<file path="config.mk">
export PLATFORM = sky130hd
export DESIGN_NAME = boolean_text_recognizer_unit
export DESIGN_NICKNAME = d
export VERILOG_FILES = /design/src/btr_pkg.sv /design/src/btr_scan.sv /design/src/boolean_text_recognizer_unit.sv
export SDC_FILE = /design/constraint.sdc
export NUM_CORES = 1
export LEC_CHECK = 0
export BUFFER_PORTS_ARGS = -buffer_cell sky130_fd_sc_hd__buf_4
export CAP_MARGIN = 0
export CORE_ASPECT_RATIO = 1.1
export CORE_UTILIZATION = 50
export DETAILED_ROUTE_END_ITERATION = 10
export PLACE_DENSITY = 0.78
export SLEW_MARGIN = 20
export SYNTH_ARGS = -nofsm -noshare
export SYNTH_HDL_FRONTEND = slang
export SYNTH_SLANG_ARGS = --single-unit
</file>
<file path="constraint.sdc">
create_clock -name i_clk -period 2.2 [get_ports i_clk]
set_input_delay 0.44 -clock i_clk [delete_from_list [all_inputs] [get_ports i_clk]]
set_output_delay 0.44 -clock i_clk [all_outputs]
set_load 0.01 [all_outputs]
</file>
<file path="src/btr_pkg.sv">
package btr_pkg;

    // Number of keywords tracked in parallel and the width of a byte.
    localparam int KwCount = 8;
    localparam int ByteW   = 8;

    // Keyword slots in the candidate mask.
    localparam int KW_TRUE  = 0;
    localparam int KW_FALSE = 1;
    localparam int KW_YES   = 2;
    localparam int KW_NO    = 3;
    localparam int KW_ON    = 4;
    localparam int KW_OFF   = 5;
    localparam int KW_ONE   = 6;
    localparam int KW_ZERO  = 7;

    // Keyword spelling, padded with zeros to eight characters so that a
    // three-bit length indexes every position.
    localparam logic [ByteW-1:0] KW_TEXT [KwCount][8] = '{
        '{8'h74, 8'h72, 8'h75, 8'h65, 8'h00, 8'h00, 8'h00, 8'h00},
        '{8'h66, 8'h61, 8'h6C, 8'h73, 8'h65, 8'h00, 8'h00, 8'h00},
        '{8'h79, 8'h65, 8'h73, 8'h00, 8'h00, 8'h00, 8'h00, 8'h00},
        '{8'h6E, 8'h6F, 8'h00, 8'h00, 8'h00, 8'h00, 8'h00, 8'h00},
        '{8'h6F, 8'h6E, 8'h00, 8'h00, 8'h00, 8'h00, 8'h00, 8'h00},
        '{8'h6F, 8'h66, 8'h66, 8'h00, 8'h00, 8'h00, 8'h00, 8'h00},
        '{8'h31, 8'h00, 8'h00, 8'h00, 8'h00, 8'h00, 8'h00, 8'h00},
        '{8'h30, 8'h00, 8'h00, 8'h00, 8'h00, 8'h00, 8'h00, 8'h00}
    };

    // Keyword lengths and the value that each keyword stands for.
    localparam logic [2:0] KW_LEN [KwCount] = '{
        3'd4, 3'd5, 3'd3, 3'd2, 3'd2, 3'd3, 3'd1, 3'd1
    };
    localparam logic [KwCount-1:0] KW_VAL = 8'b0101_0101;

    // Result of one text, handed from the scanner to the output register.
    typedef struct packed {
        logic done;
        logic bool_value;
        logic parse_ok;
    } t_result;

    // Space and the control characters from tab to carriage return.
    function automatic logic is_blank(input logic [ByteW-1:0] c);
        return (c == 8'h20) || ((c >= 8'h09) && (c <= 8'h0D));
    endfunction

    // Fold upper-case ASCII letters to lower case.
    function automatic logic [ByteW-1:0] fold(input logic [ByteW-1:0] c);
        return ((c >= 8'h41) && (c <= 8'h5A)) ? (c | 8'h20) : c;
    endfunction

endpackage

</file>
<file path="src/btr_scan.sv">
module btr_scan
    import btr_pkg::*;
(
    input  logic             i_clk,
    input  logic             i_rst_n,
    input  logic             i_step,
    input  logic [ByteW-1:0] i_byte,
    output t_result          o_result
);

    typedef enum logic [1:0] {
        PH_LEAD  = 2'd0,
        PH_TOKEN = 2'd1,
        PH_TRAIL = 2'd2,
        PH_BAD   = 2'd3
    } t_phase;

    t_phase             r_phase, n_phase;
    logic [KwCount-1:0] r_mask, n_mask;
    logic [2:0]         r_len, n_len;

    logic [ByteW-1:0]   c;
    logic [KwCount-1:0] keep;
    logic               do_match;
    logic               found;
    logic               found_val;
    logic               is_end;

    assign c      = fold(i_byte);
    assign is_end = (i_byte == '0);

    // Keywords whose next character matches the current byte.
    always_comb begin
        for (int k = 0; k < KwCount; k++) begin
            keep[k] = r_mask[k] && (r_len < KW_LEN[k]) && (KW_TEXT[k][r_len] == c);
        end
    end

    // First keyword accepted at the end of the text, with its length rule.
    always_comb begin
        found     = 1'b0;
        found_val = 1'b0;
        for (int k = KwCount - 1; k >= 0; k--) begin
            logic len_ok;
            len_ok = r_mask[k] && (r_len != 3'd0) && (r_len <= KW_LEN[k]);
            if (k == KW_ON) begin
                len_ok = len_ok && (r_len == 3'd2);
            end else if (k == KW_OFF) begin
                len_ok = len_ok && (r_len >= 3'd2);
            end else if (k == KW_ONE || k == KW_ZERO) begin
                len_ok = len_ok && (r_len == 3'd1);
            end
            if (len_ok && (r_phase == PH_TOKEN || r_phase == PH_TRAIL)) begin
                found     = 1'b1;
                found_val = KW_VAL[k];
            end
        end
    end

    // Phase update for one byte; the end byte returns everything to reset.
    always_comb begin
        n_phase  = r_phase;
        do_match = 1'b0;
        if (!is_end) begin
            unique case (r_phase)
                PH_LEAD: begin
                    if (!is_blank(i_byte)) begin
                        n_phase  = PH_TOKEN;
                        do_match = 1'b1;
                    end
                end
                PH_TOKEN: begin
                    if (is_blank(i_byte)) begin
                        n_phase = PH_TRAIL;
                    end else begin
                        do_match = 1'b1;
                    end
                end
                PH_TRAIL: begin
                    if (!is_blank(i_byte)) begin
                        n_phase = PH_BAD;
                    end
                end
                PH_BAD: begin
                    n_phase = PH_BAD;
                end
                default: begin
                    n_phase = PH_BAD;
                end
            endcase
        end else begin
            n_phase = PH_LEAD;
        end
    end

    // Mask and saturating length follow the phase decision.
    always_comb begin
        n_mask = r_mask;
        n_len  = r_len;
        if (is_end) begin
            n_mask = '1;
            n_len  = '0;
        end else if (do_match) begin
            n_mask = keep;
            n_len  = (r_len != 3'd7) ? r_len + 3'd1 : r_len;
        end
    end

    always_ff @(posedge i_clk) begin
        if (!i_rst_n) begin
            r_phase <= PH_LEAD;
            r_mask  <= '1;
            r_len   <= '0;
        end else if (i_step) begin
            r_phase <= n_phase;
            r_mask  <= n_mask;
            r_len   <= n_len;
        end
    end

    assign o_result.done       = i_step && is_end;
    assign o_result.bool_value = found && found_val;
    assign o_result.parse_ok   = found;

    // The end of a text leaves the scanner in its reset state.
    a_end_resets: assert property (@(posedge i_clk) disable iff (!i_rst_n)
        (i_step && is_end) |=> (r_phase == PH_LEAD && r_len == 3'd0 && r_mask == '1))
        else $error("scanner not cleared after end of text");

    // Token length is zero exactly while leading whitespace is skipped.
    a_lead_len: assert property (@(posedge i_clk) disable iff (!i_rst_n)
        (r_phase == PH_LEAD) == (r_len == 3'd0))
        else $error("token length disagrees with scan phase");

    // A value of one is only reported for a recognized word.
    a_val_ok: assert property (@(posedge i_clk) disable iff (!i_rst_n)
        o_result.bool_value |-> o_result.parse_ok)
        else $error("value set without a recognized word");

endmodule

</file>
<file path="src/boolean_text_recognizer_unit.sv">
// Boolean keyword recognizer.
//
// Input channel (i_text_valid, o_text_stall, i_text_byte): one character per
// request; a zero byte ends the text. Output channel (o_res_valid,
// i_res_stall, o_bool_value, o_parse_ok): one request per text, sent for
// the zero byte only. Whitespace around the token is skipped and the token
// is compared without regard to letter case against true, false, yes, no,
// on, off, 1 and 0 (prefixes allowed as described for each word).
//
// Throughput is one byte per cycle, except while an end byte waits for the
// output register. A byte is held in an input register and scanned from
// there; the result for a zero byte is loaded into the output register when
// it is scanned. The scanner state is one small register set updated by a
// single compare-and-mask step per byte.
//
// Synchronous active-low reset empties both registers and returns the
// scanner to the leading-whitespace state with all keywords live. While the
// receiver stalls, plain characters keep flowing; an end byte waits in the
// input register, and o_text_stall rises, until the output register frees.
module boolean_text_recognizer_unit
    import btr_pkg::*;
(
    input  logic             i_clk,
    input  logic             i_rst_n,
    input  logic             i_text_valid,
    output logic             o_text_stall,
    input  logic [ByteW-1:0] i_text_byte,
    output logic             o_res_valid,
    input  logic             i_res_stall,
    output logic             o_bool_value,
    output logic             o_parse_ok
);

    logic             r_in_vld;
    logic [ByteW-1:0] r_in_byte;
    logic             r_out_vld;
    logic             r_out_bool;
    logic             r_out_ok;

    logic             step;
    logic             in_take;
    logic             out_free;
    t_result          result;

    // The end byte needs a free output register; other bytes always move.
    assign out_free     = !r_out_vld || !i_res_stall;
    assign step         = r_in_vld && ((r_in_byte != '0) || out_free);
    assign o_text_stall = r_in_vld && !step;
    assign in_take      = i_text_valid && !o_text_stall;

    btr_scan u_scan (
        .i_clk    (i_clk),
        .i_rst_n  (i_rst_n),
        .i_step   (step),
        .i_byte   (r_in_byte),
        .o_result (result)
    );

    // Input register.
    always_ff @(posedge i_clk) begin
        if (!i_rst_n) begin
            r_in_vld <= 1'b0;
        end else if (in_take || step) begin
            r_in_vld <= in_take;
        end
        if (in_take) begin
            r_in_byte <= i_text_byte;
        end
    end

    // Output register.
    always_ff @(posedge i_clk) begin
        if (!i_rst_n) begin
            r_out_vld <= 1'b0;
        end else if (result.done) begin
            r_out_vld <= 1'b1;
        end else if (!i_res_stall) begin
            r_out_vld <= 1'b0;
        end
        if (result.done) begin
            r_out_bool <= result.bool_value;
            r_out_ok   <= result.parse_ok;
        end
    end

    assign o_res_valid  = r_out_vld;
    assign o_bool_value = r_out_bool;
    assign o_parse_ok   = r_out_ok;

    // A byte that is held back stays in the input register.
    a_hold_byte: assert property (@(posedge i_clk) disable iff (!i_rst_n)
        o_text_stall |=> (r_in_vld && $stable(r_in_byte)))
        else $error("stalled input byte lost");

    // Only an end byte is ever held back.
    a_stall_end: assert property (@(posedge i_clk) disable iff (!i_rst_n)
        o_text_stall |-> (r_in_byte == '0 && r_out_vld && i_res_stall))
        else $error("input stalled without a blocked result");

    // A new result never overwrites one the receiver has not taken.
    a_no_overwrite: assert property (@(posedge i_clk) disable iff (!i_rst_n)
        result.done |-> out_free)
        else $error("result register overwritten");

endmodule

</file>
Word level (Yosys, flattened, before mapping)
Memories as Yosys holds them, arrays and structs flattened.
Cells that the tools add are included.
Storage, ports and cells
  bits in registers: 25
  bits in read-only memories: 512
  input port bits: 12
  memories kept: 8
Operators by class
  $add $sub $neg: 1
  $lt $le $gt $ge: 16
  equality and inequality tests: 19
  multiplexer cells: 47
  bitwise operators: 1
  reductions and logical operators: 70
Memory list
  (name not given): words 8, width 8, read ports 1, clocked after memory_dff 0, wr ports 0, line btr_scan.sv:35  | keep[k] = r_mask[k] && (r_len < KW_LEN[k]) && (KW_TEXT[k][r_len] == c);
  (name not given): words 8, width 8, read ports 1, clocked after memory_dff 0, wr ports 0, line btr_scan.sv:35
  (name not given): words 8, width 8, read ports 1, clocked after memory_dff 0, wr ports 0, line btr_scan.sv:35
  (name not given): words 8, width 8, read ports 1, clocked after memory_dff 0, wr ports 0, line btr_scan.sv:35
  (name not given): words 8, width 8, read ports 1, clocked after memory_dff 0, wr ports 0, line btr_scan.sv:35
  (name not given): words 8, width 8, read ports 1, clocked after memory_dff 0, wr ports 0, line btr_scan.sv:35
  2 more memories
Operators with widths (count)
  $mux 8: 18
  $eq 8x8->1: 8
  $logic_and 1x1->1: 51
  $mux 1: 20
  $mux 3: 3
  $ne 3x2->1 const B: 3
  $eq 8x6->1 const B: 1
  $ge 8x4->1 const B: 1
  $ge 8x7->1 const B: 1
  $le 8x4->1 const B: 1
  $le 8x7->1 const B: 1
  $logic_not 8->1: 1
  $mux 2: 4
  $pmux 2 s4: 1
  $reduce_bool 8->1: 1
  $le 3x2->1 const B: 2
  $le 3x3->1 const B: 2
  $lt 3x2->1 const B: 2
  $lt 3x3->1 const B: 2
  $mux 6: 1
  $logic_or 1x1->1: 5
  $eq 2x2->1 const B: 2
  $ge 4x4->1 const B: 1
  $logic_not 1->1: 4
  other kinds (17): 18

Longest topological paths before layout
  depth in word-level cells: 14
  mapped depth: 9
  gate-level depth less buffers: 7

Cells and area by module
A second synthesis with hierarchy kept.
Unflattened totals
  cells, all modules: 225
  area total of the unflattened synthesis: 1928.1 µm²
Modules (own cells, without submodules)
  btr_scan: instances 1, cells an instance 204, area an instance 1514.0 µm², seq. area each 260.2 µm²
  boolean_text_recognizer_unit: instances 1, cells an instance 21, area an instance 414.1 µm², seq. area each 340.3 µm²

Worst setup path after synthesis
No wires, ideal clock.
  path kind: register to register
  start: register u_scan.r_len[0]
  end: register u_scan.r_mask[2]
  arrival time: 1865 ps
  data required time: 2078 ps
  slack: 214 ps
  stages on the path, launching flop included: 9
  buffers on the path: 1
  clock period less this slack: 1986 ps
  path through: dfxtp_1 -> clkbuf_1 -> inv_1 -> ha_1 -> nor2b_1 -> mux2_2 -> a2bb2oi_1 -> nor4_1 -> a221o_1
On the way
  cells in the longest elaborated chain, start to end: 8
RTL lines
  start, declared: line btr_scan.sv:20  | logic [2:0] r_len, n_len;
  start signal, assigned: line btr_scan.sv:117  | r_len <= n_len;
  $not 3->4 (not written as such): line btr_scan.sv:35
  $mem_v2 8x8
  $mux 8 (not written as such) (2 in series): line btr_scan.sv:35
  $eq 8x8->1: line btr_scan.sv:35
  $logic_and 1x1->1 (*): line btr_scan.sv:35
  $mux 8 (*): line btr_scan.sv:103  | end else if (do_match) begin
  $mux 8 (*): line btr_scan.sv:100  | if (is_end) begin
  end signal, assigned: line btr_scan.sv:116  | r_mask <= n_mask;
  end, declared: line btr_scan.sv:19  | logic [KwCount-1:0] r_mask, n_mask;
Every way passes the cells marked *; elsewhere a longest branch is shown, timed or not. The select of a mux whose other input is x is not followed.
A chain may end at the register's enable or synchronous reset.

Final worst setup path
  start: register r_in_byte[0]
  end: output o_text_stall
On the way
  cells in the longest elaborated chain, start to end: 5
RTL lines
  start, declared: line boolean_text_recognizer_unit.sv:35  | logic [ByteW-1:0] r_in_byte;
  start signal, assigned: line boolean_text_recognizer_unit.sv:67  | r_in_byte <= i_text_byte;
  $reduce_bool 8->1: line boolean_text_recognizer_unit.sv:47  | assign step = r_in_vld && ((r_in_byte != '0) || out_free);
  $logic_or 1x1->1: line boolean_text_recognizer_unit.sv:47
  $logic_and 1x1->1: line boolean_text_recognizer_unit.sv:47
  $logic_not 1->1: line boolean_text_recognizer_unit.sv:48  | assign o_text_stall = r_in_vld && !step;
  $logic_and 1x1->1: line boolean_text_recognizer_unit.sv:48
  end, declared: line boolean_text_recognizer_unit.sv:26  | output logic o_text_stall,
Every way passes these cells.

==> impl_metrics.tcl <==
set metrics [dict create \
    status "finished, final reports clean" \
    slew-limit-headroom_pct 58.4 \
    ys_types 64 \
    period_needed_ns 2.10 \
    grt_max_degree 17 \
    drc 0 \
    ys_warn_count 0 \
    fillers 325 \
    first_iter_violations 81 \
    pwr_density_cell_mw_per_mm2 529 \
    ios 16 \
    dp_hpwl_mm 3.22 \
    slew_viol_final 0 \
    portBuffers 15 \
    hold_violations 0 \
    fp.dieH_um 66.9 \
    ant_nets 0 \
    hp-class "in -> reg" \
    cts_buffer_depth 2 \
    wl_per_cell_um 15.4 \
    worst_slack_ns 0.104 \
    gr-total-overflow 0 \
    arrival_ns 1.66 \
    cts.sinks 25 \
    insertion_delay_ns 0.27 \
    dr.pass1.iters 4 \
    synth-seq-area-share_pct 31.4 \
    grt_pass1_wl_mm 7.22 \
    crit_start "r_in_byte[0]$_DFFE_PP_" \
    finalCritPeriodShare_pct 95.3 \
    synth.ff_latch_count 25 \
    drive_above_1_share_pct 20.4 \
    cts_buffers 3 \
    post-place-ws_ns 0.195 \
    synth_area_leaders "dfxtp_1 16%, edfxtp_1 16%, ha_1 8.5%" \
    ys_async_sr_fraction_pct 0 \
    maxCapViolCount 0 \
    grtUsageTotal_pct 24.2 \
    finalWeightedCongestion 0.959 \
    die_x_um 61.0 \
    crit_required_ns 1.76 \
    syn-instance-count 212 \
    p_leak_nw 0.824 \
    crit_fanout 4 \
    wirelength_mm 4.31 \
    cts_hold_buf 0 \
    setup-violations-final 0 \
    rows 23 \
    dp_cells 274 \
    power_mw 1.14 \
    stdcell_count 280 \
    cts_tree "done" \
    synthesis.nets 237 \
    worstSetupPathType "reg -> out" \
    htreeDepth 1 \
    synth_edf_count 10 \
    coreArea_mm2 0.00365 \
    r2r-start "r_in_byte[1]$_DFFE_PP_" \
    vdd_drop_max_v 0.000411 \
    fin_area_mm2 0.00216 \
    seq_area_um2 602 \
    synth_top_cell_area_share_pct 15.7 \
    finClkSkew_ns 0.00248 \
    die_area_mm2 0.00408 \
    synth_area_mm2 0.00191 \
    synthTopCellsByCount "16 x nor2_1, 15 x dfxtp_1, 15 x nand2_1, 13 x ha_1" \
    min_from "i_text_byte[2]" \
    worstSetupStartpointType "flop" \
    start_util_pct 52.3 \
    avgSynthCellArea_um2 9.02 \
    antenna_found_initial 0 \
    clk_pin_slew_ns 0.09 \
    multi_input_area_mm2 0.00122 \
    area_delta_synth_final_pct 13.1 \
    yosysTopAreaCell "dfxtp_1" \
    fmax_mhz 477 \
    synth_flop_cell "dfxtp_1" \
    first_global_vias 1617 \
    cts-root-buf "clkbuf_8" \
    place_area_mm2 0.00209 \
    yosysMostFrequentCell "nor2_1" \
    route.vias.total 1676 \
    worstSetupEndpointType "output port" \
    tightest_slew_ns 0.623 \
    nets 256 \
    viasPerCell 5.99 \
    diodes 0 \
]
==> routing by layer <==
layer / global-route usage, % / share of wire, %
met2: 42.6 / 51
met3: 3.11 / 5.2
met5: 0 / 0
met4: 9.66 / 1.9
met1: 29.2 / 42
==> through the flow <==
| step | util (%) | setup TNS (ns) | hold slack, ns |
|---|---|---|---|
| floorplan | - | 0 | 0.432 |
| global placement | 57.1 | 0 | 0.449 |
| detailed placement | 57.1 | 0 | 0.452 |
| CTS | 58.7 | 0 | 0.334 |
| global route | 59.2 | -0.00580 | 0.328 |
| finish | 59.2 | 0 | 0.336 |
==> critical path: stages, from the launching register on <==
cell      delay [ns]
edfxtp_1        0.48
nor3_4          0.33
nand4_1         0.23
nor2_2          0.20
buf_4           0.15
==> cell type report <==
| cell class | instances | area share, % |
|---|---|---|
| clock buffers | 3 | 1.91 |
| inverters | 12 | 2.08 |
| flip-flops and latches | 25 | 27.8 |
| multi-input cells | 164 | 56.4 |
| clock inverters | 1 | 0.231 |
| well taps | 50 | 2.89 |
| repair buffers | 25 | 8.68 |
==> registers in the layout (all words and copies together), names as in the netlist <==
name	flops
u_scan.r_mask	8
u_scan.r_len	3
r_in_byte	8
o_bool_value	1
o_res_valid	1
u_scan.r_phase	2
o_parse_ok	1
r_in_vld	1
==> power by group <==
group	leakage, nW	internal [mW]	switching, mW
combinational	0.579	0.139	0.165
clock	0.0255	0.127	0.151
sequential	0.219	0.516	0.0449
==> placed cells by master (no fill, tap or decap), drive strengths merged, types with 6 or more instances in the layout <==
master / instances
buf: 25
nor2: 17
nand2: 15
dfxtp: 15
a21oi: 14
ha: 13
inv: 12
edfxtp: 10
o21ai: 9
nor2b: 8
nand3: 8
nand4: 7
xnor2: 6
==> logic make-up after synthesis <==
family                     share of synthesized area, %
buffers and inverters                              5.56
xor gates and xnor gates                           4.58
DFF                                                31.4
adders and majority gates                          8.51
AOI/OAI and AO/OA                                  22.4
and+or+nand+nor                                    25.4
muxes                                              2.16
==> final timing paths <==
| path | slack (ns) | end | cells past startpoint |
|---|---|---|---|
| min reg2reg | 0.47 | u_scan.r_mask[4]$_SDFFE_PN1P_ | 2 |
| max reg2reg | 0.21 | u_scan.r_mask[7]$_SDFFE_PN1P_ | 6 |
| max | 0.10 | o_text_stall | 4 |
| min | 0.34 | r_in_byte[2]$_DFFE_PP_ | 1 |
==> timing repair <==
| action | 4_1_cts | 5_1_grt |
|---|---|---|
| setup endpoints to repair | 1 | 4 |
| pin swaps | 1 | 1 |
| setup buffers | 1 | 1 |
| resized for setup | 1 | 3 |
Power figures use the tool's default switching activity.
